### src/hw/rtl/split_l1_cache_mesi_lru_defines.svh
// Assertion macros used by the split L1 cache controller.
`ifndef SPLIT_L1_CACHE_MESI_LRU_DEFINES_SVH
`define SPLIT_L1_CACHE_MESI_LRU_DEFINES_SVH
`ifndef SYNTHESIS
`define SLC_ASSERT_IMP(lbl, clk, rst_n, a, b, msg) \
    lbl: assert property (@(posedge clk) disable iff (!rst_n) (a) |-> (b)) else $error(msg);
`define SLC_ASSERT_NXT(lbl, clk, rst_n, a, b, msg) \
    lbl: assert property (@(posedge clk) disable iff (!rst_n) (a) |=> (b)) else $error(msg);
`else
`define SLC_ASSERT_IMP(lbl, clk, rst_n, a, b, msg)
`define SLC_ASSERT_NXT(lbl, clk, rst_n, a, b, msg)
`endif
`endif

### src/hw/rtl/slc_pkg.sv
// Types, constants and the set update function of the split L1 cache.
package slc_pkg;

    localparam int SET_COUNT   = 16384;
    localparam int DATA_WAYS   = 8;
    localparam int INSTR_WAYS  = 4;
    localparam int OFFSET_BITS = 6;

    localparam int SET_W   = $clog2(SET_COUNT);
    localparam int MAX_WAYS = 8;
    localparam int WAY_W   = 3;
    localparam int AGE_W   = 3;
    localparam int DAGE_W  = $clog2(DATA_WAYS);
    localparam int IAGE_W  = $clog2(INSTR_WAYS);
    localparam int TAG_W   = 12;
    localparam int TAG_LSB = 20;
    localparam int ADDR_W  = 32;
    localparam int FUNC_W  = 3;
    localparam int IN_W    = 40;
    localparam int OUT_W   = 24;

    localparam logic [FUNC_W-1:0] FN_READ  = 3'd0;
    localparam logic [FUNC_W-1:0] FN_WRITE = 3'd1;
    localparam logic [FUNC_W-1:0] FN_FETCH = 3'd2;
    localparam logic [FUNC_W-1:0] FN_INVAL = 3'd3;
    localparam logic [FUNC_W-1:0] FN_L2REQ = 3'd4;
    localparam logic [FUNC_W-1:0] FN_CLEAR = 3'd5;

    localparam logic [1:0] BUS_NONE  = 2'd0;
    localparam logic [1:0] BUS_READ  = 2'd1;
    localparam logic [1:0] BUS_INV   = 2'd2;
    localparam logic [1:0] BUS_RWITM = 2'd3;

    typedef enum logic [1:0] {MESI_I, MESI_E, MESI_S, MESI_M} mesi_t;

    typedef struct packed {
        mesi_t              st;
        logic [TAG_W-1:0]   tag;
        logic [AGE_W-1:0]   age;
    } line_t;
    typedef line_t [MAX_WAYS-1:0] line_arr_t;

    typedef struct packed {
        mesi_t              st;
        logic [TAG_W-1:0]   tag;
        logic [DAGE_W-1:0]  age;
    } dline_t;
    typedef dline_t [DATA_WAYS-1:0] drow_t;

    typedef struct packed {
        mesi_t              st;
        logic [TAG_W-1:0]   tag;
        logic [IAGE_W-1:0]  age;
    } iline_t;
    typedef iline_t [INSTR_WAYS-1:0] irow_t;

    typedef struct packed {
        logic               hit;
        logic [1:0]         bus_op;
        logic               snoop_hit;
        logic               writeback;
        logic [TAG_W-1:0]   victim_tag;
        logic               return_data;
        logic [1:0]         new_state;
        logic [WAY_W-1:0]   way;
    } res_t;

    typedef struct packed {
        line_arr_t lines;
        res_t      res;
    } acc_t;

    typedef enum logic [2:0] {CS_INIT, CS_IDLE, CS_UPDATE, CS_CLEAR, CS_CLR_DONE} ctl_state_t;

    typedef struct packed {
        logic               rd_en;
        logic               upd_en;
        logic               clr_en;
        logic [SET_W-1:0]   clr_idx;
        logic               out_load;
        logic               out_zero;
    } ctl_cmd_t;

    typedef struct packed {
        logic in_clear;
        logic out_free;
    } ctl_sts_t;

    function automatic line_arr_t d2arr(drow_t d);
        line_arr_t a;
        a = '0;
        for (int j = 0; j < DATA_WAYS; j++)
        begin
            a[j].st  = d[j].st;
            a[j].tag = d[j].tag;
            a[j].age = AGE_W'(d[j].age);
        end
        return a;
    endfunction

    function automatic drow_t arr2d(line_arr_t a);
        drow_t d;
        for (int j = 0; j < DATA_WAYS; j++)
        begin
            d[j].st  = a[j].st;
            d[j].tag = a[j].tag;
            d[j].age = a[j].age[DAGE_W-1:0];
        end
        return d;
    endfunction

    function automatic line_arr_t i2arr(irow_t r);
        line_arr_t a;
        a = '0;
        for (int j = 0; j < INSTR_WAYS; j++)
        begin
            a[j].st  = r[j].st;
            a[j].tag = r[j].tag;
            a[j].age = AGE_W'(r[j].age);
        end
        return a;
    endfunction

    function automatic irow_t arr2i(line_arr_t a);
        irow_t r;
        for (int j = 0; j < INSTR_WAYS; j++)
        begin
            r[j].st  = a[j].st;
            r[j].tag = a[j].tag;
            r[j].age = a[j].age[IAGE_W-1:0];
        end
        return r;
    endfunction

    // One lookup and LRU update of a set; ways above the count are ignored.
    function automatic acc_t cache_access(line_arr_t ln, int ways, logic [TAG_W-1:0] tag,
                                          logic wr, logic snoop);
        acc_t               r;
        logic               found;
        logic               free;
        logic               gfound;
        logic [WAY_W-1:0]   hw;
        logic [WAY_W-1:0]   w;
        logic [AGE_W:0]     lim;
        logic [AGE_W:0]     g;
        logic [MAX_WAYS-1:0] used;
        r.lines = ln;
        r.res   = '0;
        found   = 1'b0;
        free    = 1'b0;
        gfound  = 1'b0;
        hw      = '0;
        w       = '0;
        used    = '0;
        g       = (AGE_W+1)'(ways);
        for (int j = 0; j < MAX_WAYS; j++)
        begin
            if (!found && j < ways && ln[j].st != MESI_I && ln[j].tag == tag)
            begin
                found = 1'b1;
                hw    = WAY_W'(j);
            end
        end
        if (found)
        begin
            lim = {1'b0, ln[hw].age};
        end
        else
        begin
            for (int j = 0; j < MAX_WAYS; j++)
            begin
                if (!free && j < ways && ln[j].st == MESI_I)
                begin
                    free = 1'b1;
                    w    = WAY_W'(j);
                end
            end
            for (int a = 0; a < MAX_WAYS; a++)
            begin
                for (int j = 0; j < MAX_WAYS; j++)
                begin
                    if (j < ways && ln[j].st != MESI_I && ln[j].age == AGE_W'(a))
                        used[a] = 1'b1;
                end
            end
            for (int a = 0; a < MAX_WAYS; a++)
            begin
                if (!gfound && a < ways && !used[a])
                begin
                    gfound = 1'b1;
                    g      = (AGE_W+1)'(a);
                end
            end
            if (free)
            begin
                lim = g;
            end
            else
            begin
                for (int j = 1; j < MAX_WAYS; j++)
                begin
                    if (j < ways && ln[j].age > ln[w].age)
                        w = WAY_W'(j);
                end
                if (ln[w].st == MESI_M)
                begin
                    r.res.writeback  = 1'b1;
                    r.res.victim_tag = ln[w].tag;
                end
                lim = {1'b0, ln[w].age};
            end
        end
        // Age every valid line younger than the limit.
        for (int j = 0; j < MAX_WAYS; j++)
        begin
            if (j < ways && ln[j].st != MESI_I && {1'b0, ln[j].age} < lim)
                r.lines[j].age = ln[j].age + 1'b1;
        end
        if (found)
        begin
            r.lines[hw].age = '0;
            r.res.hit = 1'b1;
            if (wr)
            begin
                if (ln[hw].st == MESI_S)
                begin
                    r.res.bus_op    = BUS_INV;
                    r.res.snoop_hit = snoop;
                end
                r.lines[hw].st = MESI_M;
            end
            r.res.new_state = r.lines[hw].st;
            r.res.way       = hw;
        end
        else
        begin
            r.lines[w].age = '0;
            r.lines[w].tag = tag;
            r.lines[w].st  = wr ? MESI_M : (snoop ? MESI_S : MESI_E);
            r.res.bus_op    = wr ? BUS_RWITM : BUS_READ;
            r.res.snoop_hit = snoop;
            r.res.new_state = r.lines[w].st;
            r.res.way       = w;
        end
        return r;
    endfunction

endpackage

### src/hw/rtl/slc_ctrl.sv
// Controller: request sequencing and set clearing sweeps.
`include "split_l1_cache_mesi_lru_defines.svh"
module slc_ctrl (
    input  logic                clk,
    input  logic                rst_n,
    input  logic                s_tvalid,
    output logic                s_tready,
    input  slc_pkg::ctl_sts_t   sts,
    output slc_pkg::ctl_cmd_t   cmd
);
    import slc_pkg::*;

    ctl_state_t          state_reg;
    ctl_state_t          state_next;
    logic [SET_W-1:0]    cnt_reg;
    logic [SET_W-1:0]    cnt_next;
    logic                cnt_last;

    assign cnt_last = (cnt_reg == SET_W'(SET_COUNT - 1));

    always_ff @(posedge clk or negedge rst_n)
    begin
        if (!rst_n)
        begin
            state_reg <= CS_INIT;
            cnt_reg   <= '0;
        end
        else
        begin
            state_reg <= state_next;
            cnt_reg   <= cnt_next;
        end
    end

    always_comb
    begin
        state_next = state_reg;
        cnt_next   = cnt_reg;
        case (state_reg)
            CS_INIT:
            begin
                cnt_next = cnt_reg + 1'b1;
                if (cnt_last)
                    state_next = CS_IDLE;
            end
            CS_IDLE:
            begin
                cnt_next = '0;
                if (s_tvalid)
                    state_next = sts.in_clear ? CS_CLEAR : CS_UPDATE;
            end
            CS_UPDATE:
            begin
                if (sts.out_free)
                    state_next = CS_IDLE;
            end
            CS_CLEAR:
            begin
                cnt_next = cnt_reg + 1'b1;
                if (cnt_last)
                    state_next = CS_CLR_DONE;
            end
            CS_CLR_DONE:
            begin
                if (sts.out_free)
                    state_next = CS_IDLE;
            end
            default:
            begin
                state_next = CS_INIT;
            end
        endcase
    end

    always_comb
    begin
        cmd         = '0;
        cmd.clr_idx = cnt_reg;
        s_tready    = 1'b0;
        case (state_reg)
            CS_INIT, CS_CLEAR:
            begin
                cmd.clr_en = 1'b1;
            end
            CS_IDLE:
            begin
                s_tready   = 1'b1;
                cmd.rd_en  = s_tvalid;
            end
            CS_UPDATE:
            begin
                cmd.upd_en   = sts.out_free;
                cmd.out_load = sts.out_free;
            end
            CS_CLR_DONE:
            begin
                cmd.out_load = sts.out_free;
                cmd.out_zero = 1'b1;
            end
            default:
            begin
                s_tready = 1'b0;
            end
        endcase
    end

    `SLC_ASSERT_IMP(a_load_free, clk, rst_n, cmd.upd_en || cmd.out_load, sts.out_free, "result loaded over a waiting word")
    `SLC_ASSERT_IMP(a_clr_excl, clk, rst_n, cmd.clr_en, !cmd.upd_en && !cmd.rd_en && !s_tready, "clear sweep overlaps a request")
    `SLC_ASSERT_NXT(a_rd_next, clk, rst_n, cmd.rd_en, state_reg == CS_UPDATE || state_reg == CS_CLEAR, "accepted request not processed")

endmodule
### config.mk
export PLATFORM = sky130hd
export DESIGN_NAME = slc_ctrl
export DESIGN_NICKNAME = d
export VERILOG_FILES = /design/src/hw/rtl/slc_pkg.sv /design/src/hw/rtl/slc_ctrl.sv
export VERILOG_INCLUDE_DIRS = /design/src /design/src/hw/rtl
export SDC_FILE = /design/constraint.sdc
export NUM_CORES = 1
export LEC_CHECK = 0
export BUFFER_PORTS_ARGS = -buffer_cell sky130_fd_sc_hd__buf_2
export CORE_MARGIN = 5
export CORE_UTILIZATION = 50
export DETAILED_ROUTE_END_ITERATION = 8
export GPL_TIMING_DRIVEN = 0
export PLACE_DENSITY_LB_ADDON = 0.2
export SLEW_MARGIN = 20
export SYNTH_ARGS = -nofsm -noshare
export SYNTH_HDL_FRONTEND = slang
export SYNTH_SLANG_ARGS = --single-unit
### constraint.sdc
create_clock -name clk -period 1.8 [get_ports clk]
set_input_delay 0.27 -clock clk [delete_from_list [all_inputs] [get_ports clk]]
set_output_delay 0.27 -clock clk [all_outputs]
set_load 0.005 [all_outputs]
* Word-level counts from Yosys, hierarchy flattened
Index checks and enable logic that the tools add are counted.
** Word-level totals
- Flip-flop bits (word level) :: 17
- Logic and storage cells :: 30
** Operators by class
- Equality and inequality tests :: 9
- Reduce and logical (&&, ||, !) cells :: 5
- Add/subtract/negate cells :: 1
- Mux-type cells :: 13
** Operator list (number)
- one-hot mux 14 bit (2 select lines) :: 1
- adder 14 x 1 -> 14 bit (second input constant) :: 1
- equality test 14 bit (second input constant) :: 1
- two-way mux 3 bit :: 4
- one-hot mux 3 bit (4 select lines) :: 1
- two-way mux 1 bit :: 7
- equality test 3 x 2 -> 1 bit (second input constant) :: 2
- != test 2 bit (second input constant) :: 3
- AND reduction 4 bit :: 1
- OR reduction 2 bit :: 2
- equality test 3 x 1 -> 1 bit (second input constant) :: 1
- equality test 3 bit (second input constant) :: 1
- logical NOT 3 bit :: 1
- != test 2 x 1 -> 1 bit (second input constant) :: 1
- nonzero test 2 bit :: 1

* Depth between registers and ports, before layout
Gate-level depths: netlist of the first run.
- Depth in word-level cells :: 4
- Gate-level depth with buffers :: 7
- Depth with buffers taken out :: 5

* Worst setup path before layout of the first run
Ideal clock, no wire load.
- Path kind :: flip-flop to flip-flop
- Start :: register cnt_reg[0]
- End :: register state_reg[0]
- Clock period less this slack :: 1492 ps
- Path slack :: 308 ps
- Cell stages (with the launch flop) :: 6
- Arrival time :: 1368 ps
- Cells stage by stage :: dfrtp_1 > ha_1 > nand3_1 > nor4_4 > a2111oi_1 > a211o_1
** Between the ends
- Cells in the longest elaborated chain, start to end :: 3
- Elaborated cells between the ends (all ways) :: 4
** RTL lines
- start, declared :: RTL line slc_ctrl.sv:15 : logic [SET_W-1:0] cnt_reg;
- start signal, assigned :: RTL line slc_ctrl.sv:31 : cnt_reg <= cnt_next;
- equality test 14 bit (*) :: RTL line slc_ctrl.sv:19 : assign cnt_last = (cnt_reg == SET_W'(SET_COUNT - 1));
- != test 2 bit (no source line)
- AND reduction 4 bit (no source line) (*)
- end signal, assigned :: RTL line slc_ctrl.sv:30 : state_reg <= state_next;
- end, declared :: RTL line slc_ctrl.sv:13 : ctl_state_t state_reg;
Every way passes the cells marked *; elsewhere a longest branch is shown, timed or not.
A chain may end at the register's enable or synchronous reset.

==> results of run 1 <==
metal layers:
metal | vias up | track usage [%]
li1 | 508 | -
met1 | 496 | 26.13
met2 | 31 | 31.02
met3 | 7 | 2.759
met4 | 0 | 8.940
met5 | - | 0
cells by family (layout without fill, tap and decap cells):
logic type | count (synthesis) | after routing | synth area share [%]
simple gates | 57 | 57 | 30.87
fa+ha+maj | 2 | 2 | 2.050
xor+xnor | 2 | 2 | 1.595
buf+inv | 13 | 48 | 5.809
compound gates | 20 | 20 | 13.55
flops | 17 | 17 | 38.72
mux | 8 | 8 | 7.403
synthesized netlist by cell type (2+ instances only):
cell type	number	area [sq um]
nor3_1	6	30.03
buf_2	3	15.01
clkbuf_1	3	11.26
o21ai_0	2	10.01
nand4_1	3	18.77
and2_1	3	18.77
mux2i_1	7	70.07
nand2_1	15	56.30
and3_1	4	25.02
nor4_4	2	42.54
a31oi_1	4	25.02
dfrtp_1	17	425.4
nor2_1	9	33.78
inv_1	2	7.510
o21a_1	2	15.01
inv_2	2	7.510
a221o_1	2	20.02
nand3_1	6	30.03
a21oi_1	3	15.01
power breakdown:
part	internal, W	switching [W]
registers	0.000446	0.0000879
clock network	0.0000830	0.000133
logic	0.000434	0.000447
cell type report:
class	instances	share of cell area, %
buffer	6	2.909
clock inverter	1	0.3636
multi-input combinational	89	45.18
timing repair buffer	34	14.82
clock buffer	3	1.636
tap	28	2.545
inverter	4	1.455
sequential	17	31.09
stage by stage:
step	setup TNS, ns	instances	setup WS (ns)	util, %	power (W)
after floorplan	0	119	0.3079	-	0.001040
after global placement	0	171	0.2015	58.36	0.001229
after detailed placement	0	171	0.1579	58.36	0.001255
after CTS	-0.02618	184	-0.02618	64.01	0.001640
after global routing	-0.01136	182	-0.01136	64.07	0.001782
final	0	182	0.06618	64.07	0.001632
worst max-delay path: stages (launching register included):
cell and delay, ns:
dfrtp_1 0.38, buf_6 0.12, buf_4 0.12, xor2_1 0.28, nor2_2 0.11, buf_2 0.15
worst max-delay path by stage:
| stage | endpoint | start |
|---|---|---|
| detailed placement | cmd[0] | state_reg[2]$_DFFE_PN0P_ |
| global route | cmd[16] | state_reg[0]$_DFFE_PN0P_ |
| CTS | cmd[18] | state_reg[1]$_DFFE_PN0P_ |
| finish | cmd[16] | state_reg[0]$_DFFE_PN0P_ |
| global placement | cmd[18] | state_reg[0]$_DFFE_PN0P_ |
| floorplan | state_reg[0]$_DFFE_PN0P_ | cnt_reg[0]$_DFFE_PN0P_ |
placed cells by master (no fill, tap or decap), types with 3 or more instances in the layout:
| cell type | count |
|---|---|
| nor3_1 | 6 |
| clkbuf_4 | 5 |
| dfrtp_1 | 15 |
| buf_4 | 9 |
| nand2_1 | 15 |
| a21oi_1 | 3 |
| nor2_1 | 8 |
| mux2i_1 | 7 |
| nand3_1 | 6 |
| and3_1 | 4 |
| buf_2 | 24 |
| a31oi_1 | 4 |
| nand4_1 | 3 |
what timing repair did:
item	in CTS	in global routing
pin swaps	2	1
setup buffers	8	1
endpoints found under the hold margin	17	0
gates resized for setup	8	10
setup endpoints to repair	2	4
hold buffers	1	0
==> metrics.md, run 1 <==
| Metric | Value |
|---|---|
| FF+latch count, synth | 17 |
| Worst r2r dst | state_reg[0]$_DFFE_PN0P_ |
| Setup violations, final | 0 |
| Crit path kind | flop to output port |
| Crit path launch type | flop |
| Crit path capture type | output port |
| Req. time, crit path | 1.53 ns |
| Lkg Pwr | 0.7287 nW |
| Inserted Diodes | 0 |
| WL final | 2786 microns |
| WHS | 0.1748 ns |
| Most used flip-flop cell after synthesis | dfrtp_1 |
| RSZ-0062 raised after global routing | yes |
| Post-synth EDFFs | 0 |
| Hold Crit Start | sts[0] |
| Worst hold path type | primary input to flop |
| Sequential cell area | 427.9 sq um |
| Largest net degree at the start of global routing | 18 |
| Design area | 0.001376 sq mm |
| Die Wd | 56.88 microns |
| CTS max path bufs | 2 |
| DRT antenna net count | 0 |
| Rel. slew slack | 70.21% |
| Yosys warnings | 0 |
| FF-to-FF path depth | 5 |
| Worst Hold End | state_reg[2]$_DFFE_PN0P_ |
| Area after DPL | 0.001254 sq mm |
| H-tree levels | 1 |
| DR pass1 iterations | 6 |
| Layout cell share with drive strength beyond 1 | 37.66% |
| Highest metal used | met4 |
| Initial Util | 51.14% |
| PortBufs | 24 |
| DIE HEIGHT | 56.88 microns |
| Clock slew at reported path FFs | 0.10 ns |
| Worst slew pin tran | 0.4469 ns |
| Row count | 17 |
| Tot GR Track Use | 19.55% |
| DRC viols | 0 |
| Synthesized area | 0.001099 sq mm |
| Slew Limit Fails | 0 |
| Post-synth ARST share | 100.0% |
| RR Startpoint | cnt_reg[0]$_DFFE_PN0P_ |
| Wl on met1 | 1290 microns |
| Via Count | 1042 |
| Fin crit share | 96.32% |
| Yosys cell types | 43 |
| Fin Clk Skew | 0.004942 ns |
| Crit path DAT | 1.46 ns |
| Status | finished clean |
| Sink Count | 17 |
| Multi-input logic area | 621.8 sq um |
| Final Hold Vio Count | 0 |
| First DRT Iteration DRCs | 30 |
| Setup slack, reg-to-reg | 0.13 ns |
| Min Tclk post-route | 1.734 ns |
| Syn nets | 125 |
| Vias in the first global route | 1090 |
| CTS root buf | clkbuf_4 |
| Total CTS buffers | 3 |
| Final nets | 161 |
| Worst hold path depth | 2 |
| Metal3 WL | 113 microns |
| Peak Freq | 576.8 MHz |
| Vias per cell | 5.725 |
| Syn Inst Count | 119 |
| Peak supply drop | 0.0007637 V |
| Num ports | 25 |
| MaxCap Viol Count | 0 |
| PwrDens | 1186 mW/mm^2 |
| Synth Area per Inst | 9.232 sq um |
| Register area share after synthesis | 38.72% |
| Die Area | 0.003235 sq mm |
| Initial antenna violation count | 0 |
| Wirelength per Cell | 15.31 microns |
| Worst skew pair latency | 0.30 ns |
| First-pass GRT wire length | 5050 microns |
| GPL Wtd Cong | 0.7766 |
| Layout overhead on the synthesized area | 25.28% |
| CTS tree | done |
| Gr ovfl total | 0 |
| Filler cells | 177 |
| Met2 wire length | 1314 microns |
| Max FFs per register | 14 |
| Crit path max fanout | 4 |
| DPL Wire Length | 1903 microns |
| Core outline area | 0.002148 sq mm |
Note: power is estimated with default switching activity, not from simulation.
==> run 2: changes to the inputs <==
--- a/config.mk
+++ b/config.mk
@@ -12,6 +12,7 @@
 export DETAILED_ROUTE_END_ITERATION = 8
 export GPL_TIMING_DRIVEN = 0
 export PLACE_DENSITY_LB_ADDON = 0.2
+export SETUP_SLACK_MARGIN = 0.15
 export SLEW_MARGIN = 20
 export SYNTH_ARGS = -nofsm -noshare
 export SYNTH_HDL_FRONTEND = slang
==> constraint.sdc (replaced) <==
create_clock -name clk -period 1.8 [get_ports clk]
set_input_delay 0.18 -clock clk [delete_from_list [all_inputs] [get_ports clk]]
set_output_delay 0.18 -clock clk [all_outputs]
set_load 0.005 [all_outputs]
==> run 2 against run 1 <==
Against the previous run:
- global-route usage about the same
- core utilization rose by 3.9 points
- final area grew 6.1%
- via count rose by 6.3%
- die area unchanged
- clock power is 2% higher
- non-clock buffer count rose by 7
- worst hold slack worse by 0.093 ns
- clock-buffer cell count unchanged
- first-iteration DRC count did not move
- register-to-register slack gained 0.09 ns
- largest power group unchanged
- highest routed layer unchanged
==> metrics.md, run 2 (same netlist as run 1, synthesis figures left out) <==
| Metric | Value |
|---|---|
| Sink Count | 17 |
| Max FFs per register | 14 |
| Layout overhead on the synthesized area | 32.92% |
| H-tree levels | 1 |
| Req. time, crit path | 1.62 ns |
| Row count | 17 |
| Total CTS buffers | 3 |
| Worst slew pin tran | 0.4319 ns |
| CTS tree | done |
| Gr ovfl total | 0 |
| Final Hold Vio Count | 0 |
| Slew Limit Fails | 0 |
| Wirelength per Cell | 15.56 microns |
| Initial Util | 51.14% |
| DIE HEIGHT | 56.88 microns |
| Worst hold path type | primary input to flop |
| Lkg Pwr | 0.7711 nW |
| CTS max path bufs | 2 |
| First DRT Iteration DRCs | 30 |
| DRC viols | 0 |
| Vias per cell | 5.862 |
| GPL Wtd Cong | 0.7766 |
| DR pass1 iterations | 4 |
| Fin crit share | 98.22% |
| Crit path max fanout | 5 |
| Core Util, Final | 67.97% |
| Post-route setup TNS | 0 ns |
| RSZ-0062 raised after global routing | yes |
| Fin Clk Skew | 0.001322 ns |
| Num ports | 25 |
| Tot GR Track Use | 19.60% |
| Peak supply drop | 0.0009177 V |
| Crit path launch type | flop |
| CTS root buf | clkbuf_4 |
| Design Power | 0.001811 W |
| PortBufs | 24 |
| Worst skew pair latency | 0.31 ns |
| Wl on met1 | 1295 microns |
| MaxCap Viol Count | 0 |
| Highest metal used | met4 |
| Status | finished clean |
| Inserted Diodes | 0 |
| Via Count | 1108 |
| Core outline area | 0.002148 sq mm |
| Final nets | 168 |
| PwrDens | 1241 mW/mm^2 |
| DPL Wire Length | 1903 microns |
| Filler cells | 167 |
| Rel. slew slack | 71.21% |
| Metal3 WL | 155 microns |
| Initial antenna violation count | 0 |
| Die Wd | 56.88 microns |
| Peak Freq | 565.6 MHz |
| Met2 wire length | 1398 microns |
| WL final | 2940 microns |
| Crit path DAT | 1.59 ns |
| DRT antenna net count | 0 |
| Non-Filler Instances | 189 |
| Post-placement cell count | 171 |
| Crit path capture type | output port |
| Most frequent cells in the layout | 25 x buf_2, 15 x nand2_1, 14 x dfrtp_1, 13 x buf_4, 9 x nor2_1 |
| Min Tclk post-route | 1.768 ns |
| Vias in the first global route | 1085 |
| Clock slew at reported path FFs | 0.10 ns |
| Crit path kind | flop to output port |
| Pre-CTS setup slack | 0.1635 ns |
| Worst setup margin | 0.03203 ns |
| Setup violations, final | 0 |
| Die Area | 0.003235 sq mm |
| Layout cell share with drive strength beyond 1 | 42.24% |
| Most common cell after layout, fill and taps aside | buf_2 |
| Largest net degree at the start of global routing | 18 |
| First-pass GRT wire length | 5050 microns |
==> run 2: metrics by stage <==
stage,area [sq um],hold WS [ns]
floorplan,1099,-0.1156
global placement,1254,0.1219
detailed placement,1254,0.1314
CTS,1374,0.08430
global route,1460,0.08331
finish,1460,0.08202
==> run 2: cell type report <==
class,instances,area [sq um],share of cell area [%]
Buffer,9,66.31,4.542
Clock buffer,3,22.52,1.542
Clock inverter,1,5.005,0.3428
Inverter,4,20.02,1.371
Multi-Input combinational cell,89,641.9,43.96
Sequential cell,17,429.2,29.39
Tap cell,28,35.03,2.399
Timing Repair Buffer,38,240.2,16.45
==> run 2: metal layers <==
metal | track usage, % | vias to the layer above
li1 | - | 520
met5 | 0 | -
met2 | 31.19 | 38
met1 | 26.41 | 541
met4 | 8.609 | 0
met3 | 2.529 | 9
==> run 2: what timing repair did <==
item	CTS	global route
endpoints found under the hold margin	17	0
pin swaps	3	2
setup endpoints to repair	4	12
hold buffers	1	0
setup buffers	8	5
gates resized for setup	7	18
==> run 2: worst max-delay path: stages (launching register included) <==
cell and delay (ns):
dfrtp_1 0.39, buf_6 0.13, or3_4 0.36, buf_6 0.13
inv_4 0.04, and2_4 0.14, buf_6 0.09
==> run 2: where the power goes <==
part           switching [W]  internal [W]
Combinational       0.000506      0.000560
Sequential         0.0000756      0.000449
Clock               0.000138     0.0000832
Total               0.000719       0.00109
==> run 2: final timing paths <==
path	startpoint	to	slack, ns	depth (start not counted)
max	state_reg[1]$_DFFE_PN0P_	cmd[18]	0.03	6
min	sts[0]	state_reg[2]$_DFFE_PN0P_	0.08	2
max reg2reg	cnt_reg[0]$_DFFE_PN0P_	state_reg[0]$_DFFE_PN0P_	0.22	5
min reg2reg	cnt_reg[12]$_DFFE_PN0P_	cnt_reg[12]$_DFFE_PN0P_	0.53	1
max in group asynchronous	rst_n	cnt_reg[0]$_DFFE_PN0P_	1.17	2
min in group asynchronous	rst_n	cnt_reg[6]$_DFFE_PN0P_	0.31	2
